**config.mk**
```make
export PLATFORM = sky130hd
export DESIGN_NAME = dual_half_step_stepper_controller_unit
export DESIGN_NICKNAME = d
export VERILOG_FILES = /design/src/rtl/core/dhssc_pkg.sv /design/src/rtl/core/dual_half_step_stepper_controller_unit.sv
export SDC_FILE = /design/constraint.sdc
export NUM_CORES = 1
export LEC_CHECK = 0
export ABC_CLOCK_PERIOD_IN_PS = 6900
export BUFFER_PORTS_ARGS = -buffer_cell sky130_fd_sc_hd__buf_2
export CORE_MARGIN = 2
export CORE_UTILIZATION = 25
export CTS_CLUSTER_SIZE = 14
export DETAILED_ROUTE_END_ITERATION = 10
export PLACE_DENSITY_LB_ADDON = 0.1
export SLEW_MARGIN = 40
export SYNTH_ARGS = -nofsm -noshare
export SYNTH_HDL_FRONTEND = slang
export SYNTH_SLANG_ARGS = --single-unit
```
**constraint.sdc**
```tcl
create_clock -name clk -period 6.9 [get_ports clk]
set_input_delay 0.69 -clock clk [delete_from_list [all_inputs] [get_ports clk]]
set_output_delay 0.69 -clock clk [all_outputs]
set_load 0.005 [all_outputs]
```
**src/rtl/core/dhssc_pkg.sv**
```systemverilog
// ---------------------------------------------------------------------------
// dhssc_pkg
// Shared types, codes and tables for the dual half-step stepper controller.
// ---------------------------------------------------------------------------
package dhssc_pkg;

	localparam int unsigned CFG_IDX_W  = 3;
	localparam int unsigned CFG_DATA_W = 24;
	localparam int unsigned DIV_W      = 32;
	localparam int unsigned DIV_CNT_W  = 5;
	localparam int unsigned DSR_W      = 20;

	localparam logic [CFG_IDX_W-1:0] CFG_TIMER_HZ   = 3'd0;
	localparam logic [CFG_IDX_W-1:0] CFG_STEP_RATE  = 3'd1;
	localparam logic [CFG_IDX_W-1:0] CFG_PER_FLOOR  = 3'd2;
	localparam logic [CFG_IDX_W-1:0] CFG_PER_CEIL   = 3'd3;
	localparam logic [CFG_IDX_W-1:0] CFG_SPD_CENTER = 3'd4;

	localparam logic [23:0] RST_TIMER_HZ   = 24'd4000000;
	localparam logic [11:0] RST_STEP_RATE  = 12'd340;
	localparam logic [15:0] RST_PER_FLOOR  = 16'd2000;
	localparam logic [15:0] RST_PER_CEIL   = 16'd60000;
	localparam logic [7:0]  RST_SPD_CENTER = 8'd127;

	localparam logic [7:0] START_BYTE = 8'd255;

	localparam logic [7:0] CMD_STEP_FWD = 8'd1;
	localparam logic [7:0] CMD_STEP_REV = 8'd2;
	localparam logic [7:0] CMD_CONT     = 8'd3;
	localparam logic [7:0] CMD_OFF      = 8'd4;

	localparam logic [1:0] DIR_STOP = 2'd0;
	localparam logic [1:0] DIR_FWD  = 2'd1;
	localparam logic [1:0] DIR_REV  = 2'd2;

	localparam logic [1:0] PH_WAIT  = 2'd0;
	localparam logic [1:0] PH_CMDX  = 2'd1;
	localparam logic [1:0] PH_CMDY  = 2'd2;
	localparam logic [1:0] PH_SPEED = 2'd3;

	localparam logic [DIV_CNT_W-1:0] DIV_LAST = 5'd31;

	typedef struct packed {
		logic [2:0]  idx;
		logic [1:0]  dir;
		logic [3:0]  pat;
		logic [15:0] period;
	} axis_t;

	typedef struct packed {
		axis_t st;
		logic  refreshed;
	} axis_upd_t;

	function automatic logic [3:0] step_pattern(input logic [2:0] idx);
		logic [3:0] p;
		unique case (idx)
			3'd0: p = 4'd5;
			3'd1: p = 4'd1;
			3'd2: p = 4'd9;
			3'd3: p = 4'd8;
			3'd4: p = 4'd10;
			3'd5: p = 4'd2;
			3'd6: p = 4'd6;
			3'd7: p = 4'd4;
			default: p = 4'd0;
		endcase
		return p;
	endfunction

endpackage

```
**src/rtl/core/dual_half_step_stepper_controller_unit.sv**
```systemverilog
// ---------------------------------------------------------------------------
// dual_half_step_stepper_controller_unit
// Packet decoder, speed-to-period mapping and step timing for two axes.
// ---------------------------------------------------------------------------
// An accepted item goes through decode, then to emit for a byte item, via the
// timer step for a timer item, via apply for a plain packet end, and via two
// 32-step passes of the shared restoring divider, clamp and apply for a packet
// end that maps a speed. One item at a time: input stalls until emit. Async
// active-low reset sets state and config to defaults, both axes stopped and off.
// ---------------------------------------------------------------------------
module dual_half_step_stepper_controller_unit (
	input  logic                                 clk,
	input  logic                                 arst_n,
	input  logic                                 in_valid,
	output logic                                 in_stall,
	input  logic                                 opcode,
	input  logic [7:0]                           rx_byte,
	output logic                                 out_valid,
	input  logic                                 out_stall,
	output logic [3:0]                           x_drive,
	output logic [3:0]                           y_drive,
	output logic                                 x_refreshed,
	output logic [2:0]                           x_position,
	output logic                                 y_refreshed,
	output logic [2:0]                           y_position,
	output logic [15:0]                          next_interval,
	output logic                                 interval_valid,
	input  logic                                 cfg_we,
	input  logic [dhssc_pkg::CFG_IDX_W-1:0]      cfg_index,
	input  logic [dhssc_pkg::CFG_DATA_W-1:0]     cfg_data
);

	typedef enum logic [7:0] {
		S_IDLE   = 8'b0000_0001,
		S_DECODE = 8'b0000_0010,
		S_DIV1   = 8'b0000_0100,
		S_DIV2   = 8'b0000_1000,
		S_CLAMP  = 8'b0001_0000,
		S_APPLY  = 8'b0010_0000,
		S_TSTEP  = 8'b0100_0000,
		S_EMIT   = 8'b1000_0000
	} state_t;

	state_t state_q;

	logic [23:0] timer_hz_q;
	logic [11:0] rate_q;
	logic [15:0] floor_q;
	logic [15:0] ceil_q;
	logic [7:0]  center_q;

	logic [1:0]             phase_q;
	dhssc_pkg::axis_t       x_q, y_q;
	logic [31:0]            x_acc_q, y_acc_q;
	logic [dhssc_pkg::DIV_CNT_W-1:0] cnt_q;
	logic                   out_valid_q;

	logic        op_q;
	logic [7:0]  byte_q;
	logic [7:0]  held_x_q, held_y_q;
	logic [dhssc_pkg::DIV_W-1:0] nq_q;
	logic [dhssc_pkg::DSR_W-1:0] rem_q, dsr_q, denom_q;
	logic [23:0] fl_q;
	logic [31:0] map_q;
	logic        res_xr_q, res_yr_q, res_iv_q;
	logic [15:0] res_int_q;
	logic [3:0]  x_drive_q, y_drive_q;
	logic        x_ref_q, y_ref_q, iv_q;
	logic [2:0]  x_pos_q, y_pos_q;
	logic [15:0] int_q;

	logic [7:0]  mag;
	logic        need_div;
	logic [15:0] inc;
	logic [15:0] clamp_per;
	logic [15:0] lo_per;
	logic        emit_go;
	logic [dhssc_pkg::DSR_W:0]   div_shift, div_diff;
	logic                        div_ge;
	logic [dhssc_pkg::DSR_W-1:0] rem_nxt;
	logic [dhssc_pkg::DIV_W-1:0] nq_nxt;
	dhssc_pkg::axis_upd_t x_apply, y_apply, x_ts, y_ts;

	function automatic dhssc_pkg::axis_upd_t apply_cmd(
		input dhssc_pkg::axis_t a,
		input logic [7:0]       cmd,
		input logic [7:0]       spd,
		input logic [7:0]       ctr,
		input logic             rate_zero,
		input logic [15:0]      per,
		input logic [15:0]      ceil_v
	);
		dhssc_pkg::axis_upd_t u;
		u.st        = a;
		u.refreshed = 1'b0;
		unique case (cmd)
			dhssc_pkg::CMD_STEP_FWD, dhssc_pkg::CMD_STEP_REV: begin
				u.st.dir    = dhssc_pkg::DIR_STOP;
				u.st.idx    = (cmd == dhssc_pkg::CMD_STEP_FWD) ? a.idx + 3'd1 : a.idx - 3'd1;
				u.st.pat    = dhssc_pkg::step_pattern(u.st.idx);
				u.refreshed = 1'b1;
			end
			dhssc_pkg::CMD_CONT: begin
				if (spd == ctr) begin
					u.st.dir = dhssc_pkg::DIR_STOP;
					u.st.pat = 4'd0;
				end else begin
					if (rate_zero) begin
						u.st.period = ceil_v;
						u.st.dir    = dhssc_pkg::DIR_STOP;
					end else begin
						u.st.period = per;
						u.st.dir    = (spd > ctr) ? dhssc_pkg::DIR_FWD : dhssc_pkg::DIR_REV;
					end
					u.st.pat    = dhssc_pkg::step_pattern(a.idx);
					u.refreshed = 1'b1;
				end
			end
			dhssc_pkg::CMD_OFF: begin
				u.st.dir = dhssc_pkg::DIR_STOP;
				u.st.pat = 4'd0;
			end
			default: ;
		endcase
		return u;
	endfunction

	function automatic dhssc_pkg::axis_upd_t timer_step(
		input dhssc_pkg::axis_t a,
		input logic [31:0]      acc
	);
		dhssc_pkg::axis_upd_t u;
		u.st        = a;
		u.refreshed = 1'b0;
		if (a.dir != dhssc_pkg::DIR_STOP && acc >= {16'd0, a.period}) begin
			u.st.idx    = (a.dir == dhssc_pkg::DIR_FWD) ? a.idx + 3'd1 : a.idx - 3'd1;
			u.st.pat    = dhssc_pkg::step_pattern(u.st.idx);
			u.refreshed = 1'b1;
		end
		return u;
	endfunction

	assign in_stall = (state_q != S_IDLE);
	assign emit_go  = !out_valid_q || !out_stall;

	assign mag      = (byte_q > center_q) ? byte_q - center_q : center_q - byte_q;
	assign need_div = (held_x_q == dhssc_pkg::CMD_CONT || held_y_q == dhssc_pkg::CMD_CONT)
		&& (byte_q != center_q) && (rate_q != 12'd0);

	always_comb begin
		inc = ceil_q;
		if (x_q.dir != dhssc_pkg::DIR_STOP)
			inc = x_q.period;
		if (y_q.dir != dhssc_pkg::DIR_STOP) begin
			if (x_q.dir == dhssc_pkg::DIR_STOP || y_q.period < inc)
				inc = y_q.period;
		end
		if (inc == 16'd0)
			inc = ceil_q;
	end

	// restoring divider, one quotient bit a cycle
	assign div_shift = {rem_q, nq_q[dhssc_pkg::DIV_W-1]};
	assign div_ge    = (div_shift >= {1'b0, dsr_q});
	assign div_diff  = div_shift - {1'b0, dsr_q};
	assign rem_nxt   = div_ge ? div_diff[dhssc_pkg::DSR_W-1:0] : div_shift[dhssc_pkg::DSR_W-1:0];
	assign nq_nxt    = {nq_q[dhssc_pkg::DIV_W-2:0], div_ge};

	always_comb begin
		lo_per    = (map_q[15:0] < floor_q) ? floor_q : map_q[15:0];
		clamp_per = (map_q[31:16] != 16'd0 || lo_per > ceil_q) ? ceil_q : lo_per;
	end

	assign x_apply = apply_cmd(x_q, held_x_q, byte_q, center_q, rate_q == 12'd0,
		clamp_per, ceil_q);
	assign y_apply = apply_cmd(y_q, held_y_q, byte_q, center_q, rate_q == 12'd0,
		clamp_per, ceil_q);
	assign x_ts    = timer_step(x_q, x_acc_q);
	assign y_ts    = timer_step(y_q, y_acc_q);

	always_ff @(posedge clk or negedge arst_n) begin
		if (!arst_n) begin
			state_q     <= S_IDLE;
			timer_hz_q  <= dhssc_pkg::RST_TIMER_HZ;
			rate_q      <= dhssc_pkg::RST_STEP_RATE;
			floor_q     <= dhssc_pkg::RST_PER_FLOOR;
			ceil_q      <= dhssc_pkg::RST_PER_CEIL;
			center_q    <= dhssc_pkg::RST_SPD_CENTER;
			phase_q     <= dhssc_pkg::PH_WAIT;
			x_q         <= '{idx: 3'd0, dir: dhssc_pkg::DIR_STOP, pat: 4'd0,
				period: dhssc_pkg::RST_PER_CEIL};
			y_q         <= '{idx: 3'd0, dir: dhssc_pkg::DIR_STOP, pat: 4'd0,
				period: dhssc_pkg::RST_PER_CEIL};
			x_acc_q     <= 32'd0;
			y_acc_q     <= 32'd0;
			cnt_q       <= '0;
			out_valid_q <= 1'b0;
		end else begin
			if (cfg_we) begin
				unique case (cfg_index)
					dhssc_pkg::CFG_TIMER_HZ:   timer_hz_q <= cfg_data;
					dhssc_pkg::CFG_STEP_RATE:  rate_q     <= cfg_data[11:0];
					dhssc_pkg::CFG_PER_FLOOR:  floor_q    <= cfg_data[15:0];
					dhssc_pkg::CFG_PER_CEIL:   ceil_q     <= cfg_data[15:0];
					dhssc_pkg::CFG_SPD_CENTER: center_q   <= cfg_data[7:0];
					default: ;
				endcase
			end
			if (state_q == S_EMIT && emit_go)
				out_valid_q <= 1'b1;
			else if (out_valid_q && !out_stall)
				out_valid_q <= 1'b0;
			unique case (state_q)
				S_IDLE: begin
					if (in_valid)
						state_q <= S_DECODE;
				end
				S_DECODE: begin
					if (op_q) begin
						x_acc_q <= x_acc_q + {16'd0, inc};
						y_acc_q <= y_acc_q + {16'd0, inc};
						state_q <= S_TSTEP;
					end else begin
						unique case (phase_q)
							dhssc_pkg::PH_WAIT: begin
								if (byte_q == dhssc_pkg::START_BYTE)
									phase_q <= dhssc_pkg::PH_CMDX;
								state_q <= S_EMIT;
							end
							dhssc_pkg::PH_CMDX: begin
								phase_q <= dhssc_pkg::PH_CMDY;
								state_q <= S_EMIT;
							end
							dhssc_pkg::PH_CMDY: begin
								phase_q <= dhssc_pkg::PH_SPEED;
								state_q <= S_EMIT;
							end
							default: begin
								phase_q <= dhssc_pkg::PH_WAIT;
								cnt_q   <= '0;
								state_q <= need_div ? S_DIV1 : S_APPLY;
							end
						endcase
					end
				end
				S_DIV1: begin
					cnt_q <= cnt_q + 1'b1;
					if (cnt_q == dhssc_pkg::DIV_LAST)
						state_q <= S_DIV2;
				end
				S_DIV2: begin
					cnt_q <= cnt_q + 1'b1;
					if (cnt_q == dhssc_pkg::DIV_LAST)
						state_q <= S_CLAMP;
				end
				S_CLAMP: state_q <= S_APPLY;
				S_APPLY: begin
					x_q     <= x_apply.st;
					y_q     <= y_apply.st;
					state_q <= S_EMIT;
				end
				S_TSTEP: begin
					x_q <= x_ts.st;
					y_q <= y_ts.st;
					if (x_ts.refreshed)
						x_acc_q <= 32'd0;
					if (y_ts.refreshed)
						y_acc_q <= 32'd0;
					state_q <= S_EMIT;
				end
				S_EMIT: begin
					if (emit_go)
						state_q <= S_IDLE;
				end
				default: state_q <= S_IDLE;
			endcase
		end
	end

	always_ff @(posedge clk) begin
		if (state_q == S_IDLE && in_valid) begin
			op_q   <= opcode;
			byte_q <= rx_byte;
		end
		unique case (state_q)
			S_DECODE: begin
				res_xr_q  <= 1'b0;
				res_yr_q  <= 1'b0;
				res_int_q <= op_q ? inc : 16'd0;
				res_iv_q  <= op_q;
				if (!op_q) begin
					if (phase_q == dhssc_pkg::PH_CMDX)
						held_x_q <= byte_q;
					else if (phase_q == dhssc_pkg::PH_CMDY)
						held_y_q <= byte_q;
				end
				nq_q    <= {8'd0, timer_hz_q};
				rem_q   <= '0;
				dsr_q   <= {8'd0, rate_q};
				denom_q <= {8'd0, rate_q} * {12'd0, mag};
			end
			S_DIV1: begin
				if (cnt_q == dhssc_pkg::DIV_LAST) begin
					fl_q  <= nq_nxt[23:0];
					nq_q  <= {1'b0, timer_hz_q, 7'd0};
					rem_q <= '0;
					dsr_q <= denom_q;
				end else begin
					nq_q  <= nq_nxt;
					rem_q <= rem_nxt;
				end
			end
			S_DIV2: begin
				nq_q  <= nq_nxt;
				rem_q <= rem_nxt;
			end
			S_CLAMP: map_q <= (nq_q < {8'd0, fl_q}) ? {8'd0, fl_q} : nq_q;
			S_APPLY: begin
				res_xr_q <= x_apply.refreshed;
				res_yr_q <= y_apply.refreshed;
			end
			S_TSTEP: begin
				res_xr_q <= x_ts.refreshed;
				res_yr_q <= y_ts.refreshed;
			end
			S_EMIT: begin
				if (emit_go) begin
					x_drive_q <= x_q.pat;
					y_drive_q <= y_q.pat;
					x_ref_q   <= res_xr_q;
					y_ref_q   <= res_yr_q;
					x_pos_q   <= x_q.idx;
					y_pos_q   <= y_q.idx;
					int_q     <= res_int_q;
					iv_q      <= res_iv_q;
				end
			end
			default: ;
		endcase
	end

	assign out_valid      = out_valid_q;
	assign x_drive        = x_drive_q;
	assign y_drive        = y_drive_q;
	assign x_refreshed    = x_ref_q;
	assign y_refreshed    = y_ref_q;
	assign x_position     = x_pos_q;
	assign y_position     = y_pos_q;
	assign next_interval  = int_q;
	assign interval_valid = iv_q;

	a_div_rem_bound: assert property (@(posedge clk) disable iff (!arst_n)
		(state_q == S_DIV1 || state_q == S_DIV2) |-> (rem_q < dsr_q))
		else $error("divider remainder not below divisor");

	a_emit_only: assert property (@(posedge clk) disable iff (!arst_n)
		$rose(out_valid_q) |-> $past(state_q == S_EMIT))
		else $error("result shown outside emit");

	a_x_acc_cleared: assert property (@(posedge clk) disable iff (!arst_n)
		(state_q == S_TSTEP) |=> (x_q.dir == dhssc_pkg::DIR_STOP
			|| x_acc_q < {16'd0, x_q.period} || x_q.period == 16'd0))
		else $error("X accumulator at period after step");

	a_y_acc_cleared: assert property (@(posedge clk) disable iff (!arst_n)
		(state_q == S_TSTEP) |=> (y_q.dir == dhssc_pkg::DIR_STOP
			|| y_acc_q < {16'd0, y_q.period} || y_q.period == 16'd0))
		else $error("Y accumulator at period after step");

endmodule

```
# Word-level counts from Yosys, hierarchy flattened
# Memories as Yosys holds them, arrays and structs flattened.
# Index checks and enable logic that the tools add are counted.
# totals
n_memories	6
ramBits	0
out_inout_bits	35
in_bits	41
latchBits	0
word_cells	239
register_bits	431
mem_bits_ro	192
# classes
n_div	0
add_sub_neg	10
bitwise_logic	4
n_reduce_logical	59
n_mul	1
n_lt_le_gt_ge	8
muxes	64
shifts	0
n_eq_ne	45
# memory_table
name	words	width	read_ports	rd_clocked_by_memory_dff	write_ports	line_no	text
(name not given)	8	4	1	0	0	dhssc_pkg.sv:57	unique case (idx)
(name not given)	8	4	1	0	0	dhssc_pkg.sv:57	
(name not given)	8	4	1	0	0	dhssc_pkg.sv:57	
(name not given)	8	4	1	0	0	dhssc_pkg.sv:57	
(name not given)	8	4	1	0	0	dhssc_pkg.sv:57	
(name not given)	8	4	1	0	0	dhssc_pkg.sv:57	
# ops
cell	count
32-bit 2-to-1 mux	5
16-bit 2-to-1 mux	9
32-bit case mux with 2 select lines	2
25-bit case mux with 2 select lines	2
32-bit case mux with 3 select lines	1
32-bit by 16-bit adder with 32-bit output	2
32-bit by 16-bit >= comparator with 1-bit output	2
20-bit 2-to-1 mux	3
20-bit case mux with 3 select lines	1
8-bit 2-to-1 mux	7
8-bit case mux with 7 select lines	1
8-bit by 2-bit == test with 1-bit output (second input constant)	5
20-bit case mux with 2 select lines	1
6-bit case mux with 3 select lines	2
3-bit AND reduction	11
16-bit < comparator	2
32-bit by 24-bit < comparator with 1-bit output	1
8-bit by 1-bit == test with 1-bit output (second input constant)	3
8-bit by 3-bit == test with 1-bit output (second input constant)	3
24-bit 2-to-1 mux	1
3-bit 2-to-1 mux	8
2-bit != test (second input constant)	12
21-bit by 20-bit >= comparator with 1-bit output	1
12-bit by 8-bit multiplier with 20-bit output	1
49 further kinds	105

# Logic depth before layout (Yosys ltp)
# Gate-level depths: netlist of run 1.
# depth
word_depth	11
depth_mapped	31
ltp_nobuf	29

# Worst setup path after synthesis of run 1
# Ideal clock, no wire load.
# synth_timing
path_type	register -> register
startpoint	register center_q[0]
endpoint	register denom_q[17] (netlist name), data pin
t_required_ns	6.640
stages_incl_launch_ff	28
synth_period_minus_slack_ns	7.078
setup_ns	0.260
n_path_buf	2
arrival_time_ns	6.818
setup_slack_ns	-0.178
cell_sequence	dfstp_2 > ha_1 > inv_1 > fa_1 > a21o_1 > a21o_1 > a21o_1 > nand2_2 > mux2i_1 > a31oi_1 > or2_2 > clkbuf_1 > buf_2 > a311oi_1 > fa_1 > fa_1 > inv_1 > fa_1 > inv_1 > fa_1 > inv_1 > ha_1 > a21boi_0 > o41ai_1 > o2111ai_1 > a31o_2 > a21oi_1 > xnor2_1
# synth_via
elab_chain_cells	3
elab_cells_between_ends	5
classes_between	add/sub: 2; mul: 1; order compare: 1; mux: 1
# synth_rtl
item	line_no	text
from (decl)	dual_half_step_stepper_controller_unit.sv:50	logic [7:0] center_q;
from (signal assigned)	dual_half_step_stepper_controller_unit.sv:188	center_q <= dhssc_pkg::RST_SPD_CENTER;
from (signal assigned)	dual_half_step_stepper_controller_unit.sv:205	dhssc_pkg::CFG_SPD_CENTER: center_q <= cfg_data[7:0];
8-bit subtractor or 8-bit > comparator (tied branches)	dual_half_step_stepper_controller_unit.sv:146	assign mag = (byte_q > center_q) ? byte_q - center_q : center_q - byte_q;
8-bit 2-to-1 mux (*)	dual_half_step_stepper_controller_unit.sv:146	
12-bit by 8-bit multiplier with 20-bit output (*)	dual_half_step_stepper_controller_unit.sv:300	denom_q <= {8'd0, rate_q} * {12'd0, mag};
to (signal assigned)	dual_half_step_stepper_controller_unit.sv:300	
to (decl)	dual_half_step_stepper_controller_unit.sv:62	logic [dhssc_pkg::DSR_W-1:0] rem_q, dsr_q, denom_q;
# Every way passes the cells marked *; elsewhere a longest branch is shown, timed or not.
# A chain may end at the register's enable or synchronous reset.

# Final worst setup path of run 1
# Same ends and word-level chain as after synthesis.

==> impl_metrics.yaml, run 1 <==
status:
  outcome: "finished clean"
clocking:
  ctsRootBufferMaster: "sky130_fd_sc_hd__clkbuf_16"
  cts_sinks: 431
  largest_buffer_count_on_any_clock_path: 3
  clk_transition_reported_paths_ns: 0.06
  numCtsBuffers: 57
  cts_tree: "built"
  clkLatencyLatePin_ns: 0.66
  cts_htree_levels: 2
sta:
  timing.final.setup_violations: 0
  rsz0062_at_grt: "true"
  period_share: 0.978
  drv_slew: 0
  finalCriticalPeriod_ns: 6.75
  max-slew-margin-rel: 0.411
  worst_slew_pin_slew_ns: 0.876
  setup_slack_ns: 0.151
  report.final.hold_viol_count: 0
  fin_worst_skew_ns: 0.0344
  max_freq_mhz: 148
grt:
  grt_max_degree: 106
  grtUsageTotal: 0.165
  grt-ovfl-total: 0
  via_count_of_the_first_global_routing_pass: 23000
  first_pass_grt_wire_length_mm: 147
  grt_antenna_before_repair: 9
yosys:
  synth.net_count: 3178
  ys_top_cells_by_count: "sky130_fd_sc_hd__nand2_1 (302), sky130_fd_sc_hd__inv_1 (270), sky130_fd_sc_hd__ha_1 (230), sky130_fd_sc_hd__edfxtp_1 (225), sky130_fd_sc_hd__nor2_1 (161)"
  number_of_synthesized_flops_with_an_enable_pin: 225
  netlist.top_cell.by_area: "sky130_fd_sc_hd__edfxtp_1"
  yosysSeqAreaShare: 0.421
  yosysWarnings: 0
  yosys.cell_types.count: 78
  netlist.area_leader.share: 0.238
  mappedNetlistArea_um2: 28400
  synth_top_cells_by_area: "sky130_fd_sc_hd__edfxtp_1 (24%), sky130_fd_sc_hd__dfrtp_1 (14%), sky130_fd_sc_hd__ha_1 (10%)"
  async_flop_share: 0.478
  yosys.cell_count.top_type: "sky130_fd_sc_hd__nand2_1"
  syn-mean-instance-area_um2: 10.0
  synthesis.instances: 2842
  ys_ff_latch: 431
  most_used_flip_flop_cell_after_synthesis: "sky130_fd_sc_hd__edfxtp_1"
detailed_routing:
  avgRoutedWirePerCell_um: 21.1
  final_antenna_net_count: 0
  detail_route.first_pass.iterations: 5
  num_vias: 22400
  drtIter0Drc: 1424
  routed_via_density: 4.92
  route.final.wire_length_mm: 96.1
  drc: 0
worst_hold_path:
  worst_hold_startpoint: "rx_byte[4]"
  path_type_of_the_worst_min_delay_path: "in -> reg"
  worstHoldPathCells: 1
critical_path:
  worstPathRequired_ns: 7.28
  r2r.worst_path.cells: 26
  worst-path-max-fanout: 4
  critPathLaunch: "center_q[0]"
  critical_path.slowest_cell: "sky130_fd_sc_hd__dfstp_2"
  cp-start-kind: "flop"
  timing.critical_path.arrival_ns: 7.13
  logic_depth_of_the_worst_setup_path_including_buffers: 26
  path_class: "reg -> reg"
  crit_path_frequent_cell: "sky130_fd_sc_hd__fa_1"
  cp.buffers_inverters: 5
  timing.critical_path.to_type: "flop"
  critical_path.reg2reg.startpoint: "center_q[0]"
  max_stage_delay_ns: 0.55
  critical_path.top_delay_family: "adder cells"
floorplan:
  die_height_um: 341
  rows: 123
  pin_count: 76
  floorplan.initialDensity: 0.252
  floorplan.die_area_um2: 116000
  core_um2: 113000
  die_width_um: 341
placement:
  place_hpwl_mm: 71.8
  portbufs: 75
  pre_cts_ws_ns: -0.295
  gp_weighted_congestion: 0.842
layout:
  fillCellCount: 11800
  finish.utilization: 0.301
  final_nets: 3345
  area_growth_synth_to_finish_pct: 19.3
  antennaDiodeCount: 0
  fraction_of_layout_cells_with_a_size_suffix_above_1: 0.181
run:
  drv_cap: 0
per-layer routing:
layer | GRT usage | part of all wire
met1 | 0.219 | 0.45
met2 | 0.276 | 0.48
met3 | 0.0245 | 0.041
met4 | 0.0474 | 0.028
met5 | 0 | 0.00082
stage by stage:
stage | cell area, um^2 | hold WS [ns] | cells | setup TNS [ns]
after floorplan | 28400 | 0.394 | 2842 | 0
after global placement | 31400 | 0.413 | 4432 | -1.20
after detailed placement | 31400 | 0.407 | 4433 | -1.27
after CTS | 33700 | 0.151 | 4551 | 0
after global routing | 33900 | 0.167 | 4558 | -0.336
final | 33900 | 0.207 | 4558 | 0
worst register-to-register path: cells and delay by family (launching register included):
family                   cells  cell delay, ns
AND/OR/NAND/NOR              3            0.77
adder cells (fa/ha/maj)      7            2.78
AO/OA/AOI/OAI                9            1.76
multiplexers                 1            0.26
buffers and inverters        5            0.33
XOR/XNOR                     1            0.07
flip-flops                   1            0.55
cells by family after synthesis:
logic type	Yosys count	synth area share
xor gates and xnor gates	84	0.0259
DFF	431	0.421
muxes	134	0.0512
AOI/OAI and AO/OA	593	0.144
and+or+nand+nor	899	0.155
adders and majority gates	296	0.147
buffers and inverters	405	0.0544
worst paths after layout:
path                       slack [ns]          endpoint
max                              0.15       denom_q[17]
min                              0.21         byte_q[4]
max reg2reg                      0.15       denom_q[17]
min reg2reg                      0.42  next_interval[1]
max in group asynchronous        5.25    timer_hz_q[17]
min in group asynchronous        0.56       y_acc_q[17]
timing repair:
item                                    in CTS  in global routing
gates resized for setup                     50                 33
hold buffers                                 1                  0
pin swaps                                   41                 50
endpoints found under the hold margin       28                  0
endpoints found under the setup margin       9                 11
buffers inserted                            10                  8
layout by cell type (no fill, tap or decap), types with 22 or more instances in the layout:
master,Yosys,layout
sky130_fd_sc_hd__nor2b_1,23,23
sky130_fd_sc_hd__o211ai_1,33,33
sky130_fd_sc_hd__buf_4,0,157
sky130_fd_sc_hd__nor4_1,29,26
sky130_fd_sc_hd__or4_1,25,22
sky130_fd_sc_hd__inv_1,270,260
sky130_fd_sc_hd__nor3_1,48,46
sky130_fd_sc_hd__xor2_1,28,28
sky130_fd_sc_hd__edfxtp_1,225,225
sky130_fd_sc_hd__clkbuf_16,0,59
sky130_fd_sc_hd__a21oi_1,113,106
sky130_fd_sc_hd__mux2i_1,52,48
sky130_fd_sc_hd__o21ai_0,119,115
sky130_fd_sc_hd__o311ai_0,34,32
sky130_fd_sc_hd__xnor2_1,56,55
sky130_fd_sc_hd__and2_1,51,50
sky130_fd_sc_hd__nand4_1,66,66
sky130_fd_sc_hd__nand2b_1,25,25
sky130_fd_sc_hd__o221ai_1,29,29
sky130_fd_sc_hd__dfstp_2,46,46
sky130_fd_sc_hd__nand3_1,81,79
sky130_fd_sc_hd__dfrtp_1,160,160
sky130_fd_sc_hd__nor2_1,161,154
sky130_fd_sc_hd__ha_1,230,220
sky130_fd_sc_hd__mux2_2,81,81
sky130_fd_sc_hd__nand2_1,302,298
sky130_fd_sc_hd__a21o_1,59,59
sky130_fd_sc_hd__buf_2,9,74
sky130_fd_sc_hd__fa_1,65,61
registers in the layout, summed over array words and instances (netlist names), 5 cells and up:
name	flops
next_interval	16
denom_q	20
cnt_q	5
timer_hz_q	24
rem_q	20
y_acc_q	32
state_q	8
ceil_q	16
nq_q	32
dsr_q	20
held_y_q	8
fl_q	24
rate_q	12
floor_q	16
y_q	25
center_q	8
byte_q	8
map_q	32
res_int_q	16
x_q	25
held_x_q	8
x_acc_q	32
area by class of cell:
class / count / area, um^2 / area share
clock buffer: 81 / 1600 / 0.0472
clock inverter: 27 / 308 / 0.00908
inverter: 270 / 1010 / 0.0299
multi-input combinational: 2006 / 15400 / 0.455
sequential: 431 / 12000 / 0.353
tap: 1500 / 1880 / 0.0554
timing repair buffer: 243 / 1710 / 0.0504
Power of run 1 is left out: the tool's default activity adds up to more than one toggle a clock period on the data nets, which glitch-free logic cannot reach.
==> run 2: changes to the inputs <==
- ABC_AREA: default -> 1
==> impl_metrics.yaml, run 2 <==
placement:
  place_hpwl_mm: 65.6
  portbufs: 75
  gp_weighted_congestion: 0.805
critical_path:
  cp-start-kind: "flop"
  critical_path.slowest_cell: "sky130_fd_sc_hd__fa_1"
  slack_of_the_worst_reg_to_reg_path_ns: 0.35
  worstPathRequired_ns: 7.29
  path_class: "reg -> reg"
  timing.critical_path.to_type: "flop"
  timing.critical_path.arrival_ns: 6.94
  worst-path-max-fanout: 6
  max_stage_delay_ns: 0.56
  r2r.worst_path.cells: 34
  crit_path_frequent_cell: "sky130_fd_sc_hd__inv_1"
yosys:
  mappedNetlistArea_um2: 27500
  netlist.top_cell.by_area: "sky130_fd_sc_hd__edfxtp_1"
  ys_ff_latch: 431
  synth.net_count: 3469
  yosysWarnings: 0
  yosys.cell_types.count: 60
  yosysSeqAreaShare: 0.436
  ys_top_cells_by_count: "sky130_fd_sc_hd__nand2_1 (570), sky130_fd_sc_hd__inv_1 (488), sky130_fd_sc_hd__o21ai_0 (301), sky130_fd_sc_hd__nor2_1 (253), sky130_fd_sc_hd__ha_1 (230)"
  yosys.cell_count.top_type: "sky130_fd_sc_hd__nand2_1"
  number_of_synthesized_flops_with_an_enable_pin: 225
  netlist.area_leader.share: 0.246
  syn-mean-instance-area_um2: 8.76
  async_flop_share: 0.478
  synth_top_cells_by_area: "sky130_fd_sc_hd__edfxtp_1 (25%), sky130_fd_sc_hd__dfrtp_1 (15%), sky130_fd_sc_hd__ha_1 (10%)"
  synthesis.instances: 3133
  most_used_flip_flop_cell_after_synthesis: "sky130_fd_sc_hd__edfxtp_1"
clocking:
  cts_htree_levels: 2
  cts_tree: "built"
  clk_transition_reported_paths_ns: 0.06
  cts_sinks: 431
  numCtsBuffers: 56
  largest_buffer_count_on_any_clock_path: 3
  clkLatencyLatePin_ns: 0.66
  ctsRootBufferMaster: "sky130_fd_sc_hd__clkbuf_16"
sta:
  finalCriticalPeriod_ns: 6.55
  timing.final.setup_violations: 0
  hold_slack_ns: 0.207
  report.final.hold_viol_count: 0
  worst_slew_pin_slew_ns: 0.800
  max-slew-margin-rel: 0.465
  period_share: 0.949
  fin_worst_skew_ns: 0.0259
  drv_slew: 0
  max_freq_mhz: 153
worst_hold_path:
  worstHoldPathCells: 1
  path_type_of_the_worst_min_delay_path: "in -> reg"
layout:
  fillCellCount: 11600
  storage_cell_area_um2: 12000
  finish.utilization: 0.296
  fraction_of_layout_cells_with_a_size_suffix_above_1: 0.118
  final_nets: 3607
  area_growth_synth_to_finish_pct: 17.2
  area_of_combinational_cells_with_multiple_inputs_um2: 13400
  layout_commonest_cell: "sky130_fd_sc_hd__nand2_1"
  final_cell_mix: "sky130_fd_sc_hd__nand2_1 (565), sky130_fd_sc_hd__inv_1 (486), sky130_fd_sc_hd__o21ai_0 (296)"
floorplan:
  core_um2: 109000
  rows: 121
  floorplan.die_area_um2: 113000
  die_height_um: 335
  pin_count: 76
  die_width_um: 335
  floorplan.initialDensity: 0.252
detailed_routing:
  avgRoutedWirePerCell_um: 18.2
  drc: 0
  num_vias: 21300
  final_antenna_net_count: 0
  routed_via_density: 4.50
  route.final.wire_length_mm: 86.1
  detail_route.first_pass.iterations: 5
  drtIter0Drc: 1258
power_and_ir_drop:
  combPwrFrac: 0.509
  max-vdd-ir-drop_uv: 547
  netSwitchingPower_uw: 6230
  power.clock.fraction: 0.228
  leakagePower_uw: 0.0144
  internal_power_uw: 8530
  powerDensity_nw_per_um2: 459
  seq_power_share: 0.263
  power_switching_share: 0.422
grt:
  grt-ovfl-total: 0
  via_count_of_the_first_global_routing_pass: 21300
  grt_antenna_before_repair: 7
  grt_max_degree: 56
  first_pass_grt_wire_length_mm: 133
  grtUsageTotal: 0.154
run:
  drv_cap: 0
status:
  outcome: "finished clean"
run 2: metal layers:
layer / up-vias / wire length [um] / track usage
met4: 0 / 1330 / 0.0316
met1: 10200 / 44000 / 0.229
met3: 67 / 3710 / 0.0233
met5: - / 0 / 0
met2: 339 / 37100 / 0.235
li1: 10800 / - / -
run 2: per-stage QoR:
step                      worst slack (ns)  std cells  power, uW  TNS (ns)  instance area [um^2]
after global placement               0.196       4609      11300         0                 29800
after global routing               -0.0148       4732      16200   -0.0148                 32200
final                                0.355       4734      14800         0                 32200
after detailed placement             0.216       4612      11300         0                 29900
after floorplan                      0.288       3133       8980         0                 27500
after CTS                            0.147       4718      14800         0                 32000
run 2: path summary, 6_finish.rpt:
kind / startpoint / end
worst max-delay path: center_q[6] / denom_q[16]
worst min-delay path: opcode / op_q
worst max register to register: center_q[6] / denom_q[16]
worst min register to register: res_int_q[10] / next_interval[10]
max in group asynchronous: arst_n / timer_hz_q[17]
min in group asynchronous: arst_n / y_acc_q[31]
run 2: final cells by class:
cell class / count / share of cell area
diodes: 2 / 0.000156
clock buffers: 75 / 0.0502
clock inverters: 30 / 0.0155
inverters: 499 / 0.0582
multi-input cells: 2120 / 0.416
flip-flops and latches: 431 / 0.372
well taps: 1414 / 0.0550
repair buffers: 163 / 0.0333
run 2: kinds of logic (layout without fill, tap and decap cells):
group,after synthesis,count (layout),synth area share
AOI/OAI and AO/OA,647,647,0.132
xor gates and xnor gates,75,75,0.0239
adders and majority gates,295,295,0.152
buffers and inverters,582,767,0.0814
DFF,431,431,0.436
muxes,4,4,0.00164
other,0,2,0
and+or+nand+nor,1099,1099,0.173
run 2: critical path, delay by kind of cell (launching register included):
family / cells / cell delay [ns]
AO/OA/AOI/OAI: 8 / 1.11
XOR/XNOR: 2 / 0.41
adder cells (fa/ha/maj): 6 / 2.68
buffers and inverters: 10 / 0.65
flip-flops: 1 / 0.54
AND/OR/NAND/NOR: 8 / 0.90
run 2: repair_timing:
item	in CTS	in global routing
hold buffers	1	0
buffers inserted	0	13
endpoints found under the setup margin	0	5
endpoints found under the hold margin	49	0
resized for setup	0	21
run 2: power by group through the flow:
| stage | Clock, uW | Combinational, uW | Sequential [uW] |
|---|---|---|---|
| 4_1_cts | 3480 | 7400 | 3890 |
| 3_3_place_gp | 0 | 7400 | 3940 |
| 2_1_floorplan | 0 | 5210 | 3770 |
| 5_1_grt | 3580 | 8660 | 3940 |
| 3_5_place_dp | 0 | 7350 | 3940 |
| 6_report | 3370 | 7510 | 3880 |
Power figures use the tool's default switching activity.
